===== config.mk =====
export PLATFORM = sky130hd
export DESIGN_NAME = pcg_hash_random_ranged
export DESIGN_NICKNAME = d
export VERILOG_FILES = /design/src/rtl/pcgrr_pkg.sv /design/src/rtl/pcgrr_ctrl.sv /design/src/rtl/pcgrr_dp.sv /design/src/rtl/pcg_hash_random_ranged.sv
export SDC_FILE = /design/constraint.sdc
export NUM_CORES = 2
export LEC_CHECK = 0
export ABC_AREA = 1
export BUFFER_PORTS_ARGS = -buffer_cell sky130_fd_sc_hd__buf_2
export CAP_MARGIN = 20
export CORE_MARGIN = 10
export CORE_UTILIZATION = 65
export CTS_CLUSTER_DIAMETER = 100
export CTS_CLUSTER_SIZE = 12
export DETAILED_ROUTE_END_ITERATION = 10
export PLACE_DENSITY = 0.83
export REMOVE_ABC_BUFFERS = 1
export SYNTH_ARGS = -nofsm -noshare
export SYNTH_HDL_FRONTEND = slang
export SYNTH_SLANG_ARGS = --single-unit

===== constraint.sdc =====
create_clock -name clk -period 8.2 [get_ports clk]
set_clock_uncertainty 0.05 [all_clocks]
set_input_delay 0 -clock clk [delete_from_list [all_inputs] [get_ports clk]]
set_output_delay 0 -clock clk [all_outputs]
set_load 0.02 [all_outputs]

===== src/rtl/pcgrr_pkg.sv =====
// pcgrr_pkg: shared types and constants for the ranged pcg-hash generator
// payload structs, mode codes, hash constants, controller states and
// the command/status structs between controller and datapath
package pcgrr_pkg;

  // hash constants
  localparam logic [31:0] MUL_A = 32'd747796405;
  localparam logic [31:0] ADD_A = 32'd2891336453;
  localparam logic [31:0] MUL_B = 32'd277803737;
  localparam logic [3:0]  XSH_BIAS = 4'd4;
  localparam int unsigned FOLD_SHIFT = 22;

  // remainder unit: one quotient bit per cycle
  localparam int unsigned DIV_STEPS = 32;
  localparam int unsigned DIV_CNT_W = $clog2(DIV_STEPS);

  // request modes
  localparam logic [1:0] MODE_BOOL   = 2'd0;
  localparam logic [1:0] MODE_RAW    = 2'd1;
  localparam logic [1:0] MODE_SRANGE = 2'd2;
  localparam logic [1:0] MODE_URANGE = 2'd3;

  typedef struct packed {
    logic [1:0]  mode;
    logic [31:0] range_min;
    logic [31:0] range_max;
  } in_t;

  typedef struct packed {
    logic [31:0] value;
    logic        range_error;
  } out_t;

  typedef enum logic [2:0] {
    ST_IDLE,
    ST_MUL_A,
    ST_XSH,
    ST_MUL_B,
    ST_FOLD,
    ST_DIV,
    ST_FINISH
  } state_t;

  typedef struct packed {
    logic capture;
    logic mul_a;
    logic xsh;
    logic mul_b;
    logic fold;
    logic div_step;
    logic out_load;
  } cmd_t;

  typedef struct packed {
    logic range_mode;
    logic reversed;
    logic span_zero;
    logic div_last;
  } status_t;

endpackage


===== src/rtl/pcgrr_ctrl.sv =====
// pcgrr_ctrl: sequencer for one request at a time
// depends on pcgrr_pkg for the state enum and the command/status structs
module pcgrr_ctrl (
  input  logic              clk,
  input  logic              rst,
  input  logic              in_valid,
  output logic              in_ready,
  output logic              out_valid,
  input  logic              out_ready,
  input  pcgrr_pkg::status_t status,
  output pcgrr_pkg::cmd_t   cmd
);

  pcgrr_pkg::state_t state, state_next;
  logic out_full;

  // state register
  always_ff @(posedge clk) begin
    if (rst) begin
      state <= pcgrr_pkg::ST_IDLE;
    end else begin
      state <= state_next;
    end
  end

  // output register occupancy
  always_ff @(posedge clk) begin
    if (rst) begin
      out_full <= 1'b0;
    end else if (cmd.out_load) begin
      out_full <= 1'b1;
    end else if (out_ready) begin
      out_full <= 1'b0;
    end
  end

  assign out_valid = out_full;
  assign in_ready  = (state == pcgrr_pkg::ST_IDLE);

  // next state and commands
  always_comb begin
    state_next = state;
    cmd        = '0;
    unique case (state)
      pcgrr_pkg::ST_IDLE: begin
        if (in_valid) begin
          cmd.capture = 1'b1;
          state_next  = pcgrr_pkg::ST_MUL_A;
        end
      end
      pcgrr_pkg::ST_MUL_A: begin
        // rejected bounds skip the hash, state untouched
        if (status.range_mode && status.reversed) begin
          state_next = pcgrr_pkg::ST_FINISH;
        end else begin
          cmd.mul_a  = 1'b1;
          state_next = pcgrr_pkg::ST_XSH;
        end
      end
      pcgrr_pkg::ST_XSH: begin
        cmd.xsh    = 1'b1;
        state_next = pcgrr_pkg::ST_MUL_B;
      end
      pcgrr_pkg::ST_MUL_B: begin
        cmd.mul_b  = 1'b1;
        state_next = pcgrr_pkg::ST_FOLD;
      end
      pcgrr_pkg::ST_FOLD: begin
        cmd.fold = 1'b1;
        if (status.range_mode && !status.span_zero) begin
          state_next = pcgrr_pkg::ST_DIV;
        end else begin
          state_next = pcgrr_pkg::ST_FINISH;
        end
      end
      pcgrr_pkg::ST_DIV: begin
        cmd.div_step = 1'b1;
        if (status.div_last) begin
          state_next = pcgrr_pkg::ST_FINISH;
        end
      end
      pcgrr_pkg::ST_FINISH: begin
        // wait for the output register to be free
        if (!out_full || out_ready) begin
          cmd.out_load = 1'b1;
          state_next   = pcgrr_pkg::ST_IDLE;
        end
      end
      default: begin
        state_next = pcgrr_pkg::ST_IDLE;
      end
    endcase
  end

endmodule


===== src/rtl/pcgrr_dp.sv =====
// pcgrr_dp: generator state, hash multiplier steps, bit-serial remainder
// unit and output register; depends on pcgrr_pkg
module pcgrr_dp (
  input  logic               clk,
  input  logic               rst,
  input  pcgrr_pkg::in_t     in_data,
  input  logic               cfg_valid,
  input  logic [31:0]        cfg_data,
  input  pcgrr_pkg::cmd_t    cmd,
  output pcgrr_pkg::status_t status,
  output pcgrr_pkg::out_t    out_data
);

  pcgrr_pkg::in_t               req;
  logic [31:0]                  gen_state;
  logic [31:0]                  hash_tmp;
  logic [31:0]                  dvd;
  logic [31:0]                  rem;
  logic [pcgrr_pkg::DIV_CNT_W-1:0] div_cnt;
  pcgrr_pkg::out_t              out_reg;

  logic [31:0] span;
  logic        reversed;
  logic        range_mode;
  logic [4:0]  xsh_amt;
  logic [31:0] folded;
  logic [32:0] rem_sh;
  logic [32:0] rem_diff;
  pcgrr_pkg::out_t result;

  // bound check and span on the captured request
  assign range_mode = (req.mode == pcgrr_pkg::MODE_SRANGE) ||
                      (req.mode == pcgrr_pkg::MODE_URANGE);
  assign span       = req.range_max - req.range_min + 32'd1;
  always_comb begin
    if (req.mode == pcgrr_pkg::MODE_SRANGE) begin
      reversed = $signed(req.range_max) < $signed(req.range_min);
    end else begin
      reversed = req.range_max < req.range_min;
    end
  end

  // data-dependent shift amount and final fold
  assign xsh_amt = {1'b0, hash_tmp[31:28]} + {1'b0, pcgrr_pkg::XSH_BIAS};
  assign folded  = (hash_tmp >> pcgrr_pkg::FOLD_SHIFT) ^ hash_tmp;

  // request capture
  always_ff @(posedge clk) begin
    if (cmd.capture) begin
      req <= in_data;
    end
  end

  // running generator state: seed write or end of hash
  always_ff @(posedge clk) begin
    if (rst) begin
      gen_state <= '0;
    end else if (cfg_valid) begin
      gen_state <= cfg_data;
    end else if (cmd.fold) begin
      gen_state <= folded;
    end
  end

  // hash temporaries, at most one multiply per cycle
  always_ff @(posedge clk) begin
    if (cmd.mul_a) begin
      hash_tmp <= gen_state * pcgrr_pkg::MUL_A + pcgrr_pkg::ADD_A;
    end else if (cmd.xsh) begin
      hash_tmp <= (hash_tmp >> xsh_amt) ^ hash_tmp;
    end else if (cmd.mul_b) begin
      hash_tmp <= hash_tmp * pcgrr_pkg::MUL_B;
    end
  end

  // restoring remainder step
  assign rem_sh   = {rem, dvd[31]};
  assign rem_diff = rem_sh - {1'b0, span};

  always_ff @(posedge clk) begin
    if (cmd.fold) begin
      dvd     <= folded;
      rem     <= '0;
      div_cnt <= '0;
    end else if (cmd.div_step) begin
      dvd     <= {dvd[30:0], 1'b0};
      div_cnt <= div_cnt + 1'b1;
      if (!rem_diff[32]) begin
        rem <= rem_diff[31:0];
      end else begin
        rem <= rem_sh[31:0];
      end
    end
  end

  // result select
  always_comb begin
    result = '0;
    if (range_mode && reversed) begin
      result.range_error = 1'b1;
    end else begin
      unique case (req.mode)
        pcgrr_pkg::MODE_BOOL:   result.value = {31'd0, ~gen_state[0]};
        pcgrr_pkg::MODE_RAW:    result.value = gen_state;
        pcgrr_pkg::MODE_SRANGE,
        pcgrr_pkg::MODE_URANGE: begin
          if (span == '0) begin
            result.value = req.range_min + gen_state;
          end else begin
            result.value = req.range_min + rem;
          end
        end
        default: result.value = '0;
      endcase
    end
  end

  // output register
  always_ff @(posedge clk) begin
    if (cmd.out_load) begin
      out_reg <= result;
    end
  end

  assign out_data          = out_reg;
  assign status.range_mode = range_mode;
  assign status.reversed   = reversed;
  assign status.span_zero  = (span == '0);
  assign status.div_last   = (div_cnt == pcgrr_pkg::DIV_CNT_W'(pcgrr_pkg::DIV_STEPS - 1));

endmodule


===== src/rtl/pcg_hash_random_ranged.sv =====
// bool, raw and full-span range requests step through ST_MUL_A, ST_XSH, ST_MUL_B, ST_FOLD
// and ST_FINISH; rejected bounds jump from ST_MUL_A to ST_FINISH; other range requests add
// ST_DIV (the remainder unit) after ST_FOLD; one request at a time: the next one is accepted
// in ST_IDLE, entered as the result is registered, while the result may wait in the output register
// reset (rst, synchronous): controller idle, output empty, generator state 0
// seed writes (cfg channel, always ready) reload the generator state
module pcg_hash_random_ranged (
  input  logic            clk,
  input  logic            rst,
  input  logic            in_valid,
  output logic            in_ready,
  input  pcgrr_pkg::in_t  in_data,
  output logic            out_valid,
  input  logic            out_ready,
  output pcgrr_pkg::out_t out_data,
  input  logic            cfg_valid,
  output logic            cfg_ready,
  input  logic [31:0]     cfg_data
);

  pcgrr_pkg::cmd_t    cmd;
  pcgrr_pkg::status_t status;

  assign cfg_ready = 1'b1;

  // sequencer
  pcgrr_ctrl u_ctrl (
    .clk       (clk),
    .rst       (rst),
    .in_valid  (in_valid),
    .in_ready  (in_ready),
    .out_valid (out_valid),
    .out_ready (out_ready),
    .status    (status),
    .cmd       (cmd)
  );

  // datapath
  pcgrr_dp u_dp (
    .clk       (clk),
    .rst       (rst),
    .in_data   (in_data),
    .cfg_valid (cfg_valid),
    .cfg_data  (cfg_data),
    .cmd       (cmd),
    .status    (status),
    .out_data  (out_data)
  );

  // an accepted transaction makes the block busy
  a_busy_after_accept: assert property (@(posedge clk) disable iff (rst)
    in_valid && in_ready |=> !in_ready)
    else $error("input accepted while a transaction is in progress");

  // rejected bounds carry a zero value
  a_error_value: assert property (@(posedge clk) disable iff (rst)
    out_valid && out_data.range_error |-> out_data.value == '0)
    else $error("range error with non-zero value");

  // a result is never taken out of the output register before its transaction
  a_out_held: assert property (@(posedge clk) disable iff (rst)
    out_valid && !out_ready |=> out_valid)
    else $error("pending output dropped");

endmodule


======== Word-level counts from Yosys, hierarchy flattened ========
Cells that the tools add are included.
cells by class
  shift operators ......................... 1
  multipliers ............................. 2
  eq/ne operators ......................... 13
  magnitude comparators ................... 2
  add/sub/neg operators ................... 8
  bitwise logic cells ..................... 3
  multiplexer cells ....................... 30
  reductions and logical operators ........ 15
operators with widths
  kind                                                  number
  2-to-1 mux 32 bit                                     9
  one-hot mux 32 bit (3 select lines)                   1
  adder 32 bit                                          2
  less-than comparator 32 bit                           2
  subtractor 33 x 32 -> 33 bit                          1
  adder 32 x 1 -> 32 bit (second input constant)        1
  adder 32 bit (second input constant)                  1
  zero test 32 bit                                      1
  multiplier 32 x 29 -> 32 bit (second input constant)  1
  multiplier 32 x 30 -> 32 bit (second input constant)  1
  >> shifter 32 x 5 -> 32 bit                           1
  subtractor 32 bit                                     1
  XOR 10 x 32 -> 32 bit                                 1
  XOR 32 bit                                            1
  one-hot mux 3 bit (7 select lines)                    1
  2-to-1 mux 1 bit                                      14
  2-to-1 mux 3 bit                                      4
  equality test 3 bit (second input constant)           3
  equality test 3 x 2 -> 1 bit (second input constant)  2
  nonzero test 2 bit                                    3
  adder 4 x 3 -> 5 bit (second input constant)          1
  adder 5 x 1 -> 5 bit (second input constant)          1
  equality test 5 bit (second input constant)           1
  equality test 2 bit (second input constant)           2
  other kinds (14)                                      18
word-level totals
  logic and storage cells ................. 86
  output and inout port bits .............. 36
  register bits ........................... 236

======== Logic depth before layout (Yosys ltp) ========
  word-level depth ........................ 7
  gate-level depth with buffers ........... 45
  depth with buffers taken out ............ 44

======== By module ========
From an unflattened synthesis, not the netlist that was laid out.
second synthesis, totals
  cells, all modules ...................... 4417
  area, all modules ....................... 36378.6 um^2
by module, submodules not included
  module                  cells an instance  area an instance (um^2)  instances
  pcgrr_dp                4360               36009.5                  1
  pcgrr_ctrl              55                 357.8                    1
  pcg_hash_random_ranged  2                  11.3                     1

======== Worst setup path before layout ========
OpenSTA, ideal clock, no wires.
  kind .................................... flip-flop to flip-flop
  start ................................... reg u_dp.gen_state[2]
  end ..................................... reg u_dp.hash_tmp[29], data pin
  setup time .............................. 264 ps
  path buffers ............................ 1
  slack ................................... 1447 ps
  arrival time ............................ 6439 ps
  cell stages (with the launch flop) ...... 28
  cells stage by stage .................... dfxtp_1 > buf_2 > inv_1 > fa_1 > fa_1 > inv_1 > fa_1 > fa_1 > ha_1 > fa_1 > fa_1 > inv_1 > fa_1 > inv_1 > ha_1 > a21o_1 > a21oi_1 > nand3_1 > nand2_1 > nand2_1 > a21boi_1 > inv_1 > a21oi_1 > o21ai_1 > a21boi_0 > a21oi_1 > o21ai_0 > o21ai_0
on the way
  longest elaborated chain between the ends .. 3
ends and longest elaborated chain
  what                          RTL line        text
  start: declaration            pcgrr_dp.sv:15  logic [31:0] gen_state;
  start signal: assignment      pcgrr_dp.sv:59  gen_state <= cfg_data;
  start signal: assignment      pcgrr_dp.sv:61  gen_state <= folded;
  multiplier 32 x 30 -> 32 bit  pcgrr_dp.sv:68  hash_tmp <= gen_state * pcgrr_pkg::MUL_A + pcgrr_pkg::ADD_A;
  adder 32 bit                  pcgrr_dp.sv:68
  2-to-1 mux 32 bit             pcgrr_dp.sv:67  if (cmd.mul_a) begin
  end signal: assignment        pcgrr_dp.sv:68
  end signal: assignment        pcgrr_dp.sv:70  hash_tmp <= (hash_tmp >> xsh_amt) ^ hash_tmp;
  end signal: assignment        pcgrr_dp.sv:72  hash_tmp <= hash_tmp * pcgrr_pkg::MUL_B;
  end: declaration              pcgrr_dp.sv:16  logic [31:0] hash_tmp;
No other way between the ends.
A chain may end at the register's enable or synchronous reset.

======== Worst setup path after layout ========
  start ................................... reg u_dp.gen_state[4]
  end ..................................... reg u_dp.hash_tmp[29], data pin
The elaborated chain is that of the path after synthesis.

==> impl_metrics.toml <==
[floorplanning]
fp-row-count = 86
die_y_um = 256
die_w_um = 256
ios = 139
start_util = 0.657
die-area_sq_mm = 0.0655
core_sq_mm = 0.0551

[sta]
maxSlewHeadroom = 0.263
hold_violations = 0
post-route-period-util = 0.903
period_minus_slack_ps = 7410
setup_violations = 0
tns_ps = 0
finalMaxSlewViolations = 0
tightest_slew_ps = 1100
fin_ws_ps = 793
rsz0062_at_grt = "no"
max_freq_mhz = 135

[yosys]
ys.flop_type = "edfxtp_1"
ys_seq_elements = 236
yosysSeqAreaShare = 0.176
yosysWarningCount = 0
synth_common_cells = "1039 x inv_1, 774 x nand2_1, 507 x ha_1, 440 x fa_1, 264 x o21ai_0"
synth_cells = 4401
synth_area_leader_cell = "fa_1"
syn_area_per_cell_sq_um = 8.23
async_flop_share = 0
synth.cell_area_sq_mm = 0.0362
synth_cell_types = 59
synth_edf_count = 163
synth_top_area_frac = 0.243
synthTopCellsByArea = "fa_1 24%, ha_1 18%, edfxtp_1 14%, inv_1 11%, nand2_1 8.0%"
synth.most_common_cell = "inv_1"

[clock_tree]
clock_sinks = 236
clk_pin_slew_ps = 90
insertion_delay_ps = 570
cts_tree = "built"
cts.repair.resized = 0
post-cts-setup-buffers = 0
clock_path_buffers = 3
root_buffer = "clkbuf_16"
cts.htree.levels = 1
cts_buffers = 24

[critical_path]
cp.required_ps = 8450
r2r_end = "u_dp.hash_tmp[29]$_DFFE_PP_"
cp-end-kind = "flop"
crit_end = "u_dp.hash_tmp[29]$_DFFE_PP_"
r2r-start = "u_dp.gen_state[4]$_SDFFE_PP0P_"
critPathSlowestCell = "dfxtp_1"
crit_fanout = 11
arrival_ps = 7650
setup.worst_path.start = "u_dp.gen_state[4]$_SDFFE_PP0P_"
path_buf_inv = 5
worstSetupPathType = "flop to flop"
cpMostUsedCell = "fa_1"
startpoint_type = "flop"
crit_path_max_incr_delay_ps = 650
r2r_setup_slack_ps = 790
path_depth = 26
cp_top_family = "adder cells"
reg2reg_depth = 26

[global_route]
grt.overflow.total = 0
grt_usage = 0.368
first_global_vias = 33000
grt_max_degree = 67
grt_first_pass_wirelength_mm = 186
antenna_found_initial = 0

[finish]
diodes = 0
syn2layout_area_growth_pct = 9.70
post-route-util = 0.721
drive_gt1_frac = 0.0609
num-nets-final = 5682

[flow_run]
drv_cap = 0

[detailed_routing]
drtIter0Drc = 2718
via_per_inst = 5.80
firstDrtPassIters = 6
wl_per_cell_um = 22.4
vias = 31300
finalWirelength_mm = 121
final_antenna_net_count = 0
drc = 0

[placed_design]
pre_cts_slack_ps = 1010
gp_congestion = 1.05
dp_hpwl_mm = 98.1
port_buffers = 137

[min_path]
min_path_type = "input pin to flop"

[run_status]
status = "finished, final reports clean"
-- stage by stage --
step | cells | cell area [sq um] | hold slack, ps
5_1_grt | 5398 | 39700 | 38.5
4_1_cts | 5396 | 39700 | 6.87
6_report | 5398 | 39700 | 38.1
3_3_place_gp | 5240 | 37800 | 127
3_5_place_dp | 5240 | 37800 | 128
2_1_floorplan | 4314 | 35900 | 19.1
-- logic make-up (layout without fill, tap and decap cells) --
logic type                 count (synthesis)  after routing  synth area share
adders and majority gates                947            947             0.419
AOI/OAI and AO/OA                        677            677             0.104
DFF                                      236            236             0.176
muxes                                     13             13           0.00359
and+or+nand+nor                         1217           1217             0.138
xor gates and xnor gates                 169            169            0.0411
other                                      1              1          0.000104
buffers and inverters                   1141           1390             0.119
-- tightest hold or removal path: stages --
cell     delay, ps
buf_2           90
buf_4          290
nand2_1        120
a31oi_1         80
-- what timing repair did --
item,in CTS,in global routing
endpoints found under the hold margin,102,0
hold buffers,112,0
endpoints found under the setup margin,0,0
-- flip-flops by register name, summed over array words and instances, names as in the netlist --
register and flops:
u_ctrl.out_valid 1, u_ctrl.state 3, u_dp.div_cnt 5, u_dp.dvd 32, u_dp.gen_state 32, u_dp.hash_tmp 32, u_dp.out_data 33, u_dp.rem 32
u_dp.req 66
-- final cells by class --
| class | count | area [sq um] |
|---|---|---|
| inverters | 1054 | 3960 |
| multi-input cells | 3024 | 25600 |
| clock inverters | 2 | 13.8 |
| fillers | 4461 | 15400 |
| flip-flops and latches | 236 | 6360 |
| well taps | 748 | 936 |
| repair buffers | 292 | 2160 |
| clock buffers | 42 | 714 |
-- cells in the final DEF (no fill, tap or decap), types with 73 or more instances in the layout --
cell type / synthesis / final
fa_1: 440 / 440
inv_1: 1039 / 1039
a21oi_1: 216 / 216
o21ai_0: 264 / 263
nor2_1: 212 / 208
ha_1: 507 / 507
buf_2: 10 / 137
edfxtp_1: 163 / 163
xor2_1: 100 / 100
dlygate4sd3_1: 0 / 112
nand2_1: 774 / 772
nand3_1: 127 / 127
dfxtp_1: 73 / 73
-- worst min-delay path by stage --
stage,from,endpoint,slack (ps),cells past startpoint
after floorplan,rst,u_ctrl.out_valid$_SDFFE_PP0P_,20,1
after global placement,in_data[49],u_dp.req[49]$_DFFE_PP_,130,1
after detailed placement,in_data[14],u_dp.req[14]$_DFFE_PP_,130,1
after CTS,cfg_valid,u_dp.gen_state[1]$_SDFFE_PP0P_,7,4
after global routing,cfg_valid,u_dp.gen_state[14]$_SDFFE_PP0P_,40,4
final,cfg_valid,u_dp.gen_state[1]$_SDFFE_PP0P_,40,4
-- layer usage --
| metal | vias up | GRT usage | part of all wire |
|---|---|---|---|
| met3 | 537 | 0.0609 | 0.081 |
| met2 | 1591 | 0.642 | 0.49 |
| met5 | - | 0 | 0 |
| met4 | 0 | 0.283 | 0.094 |
| met1 | 14900 | 0.396 | 0.34 |
| li1 | 14300 | - | - |
Power is left out: the tool's default activity adds up to more than one toggle a clock period on the data nets, which glitch-free logic cannot reach.
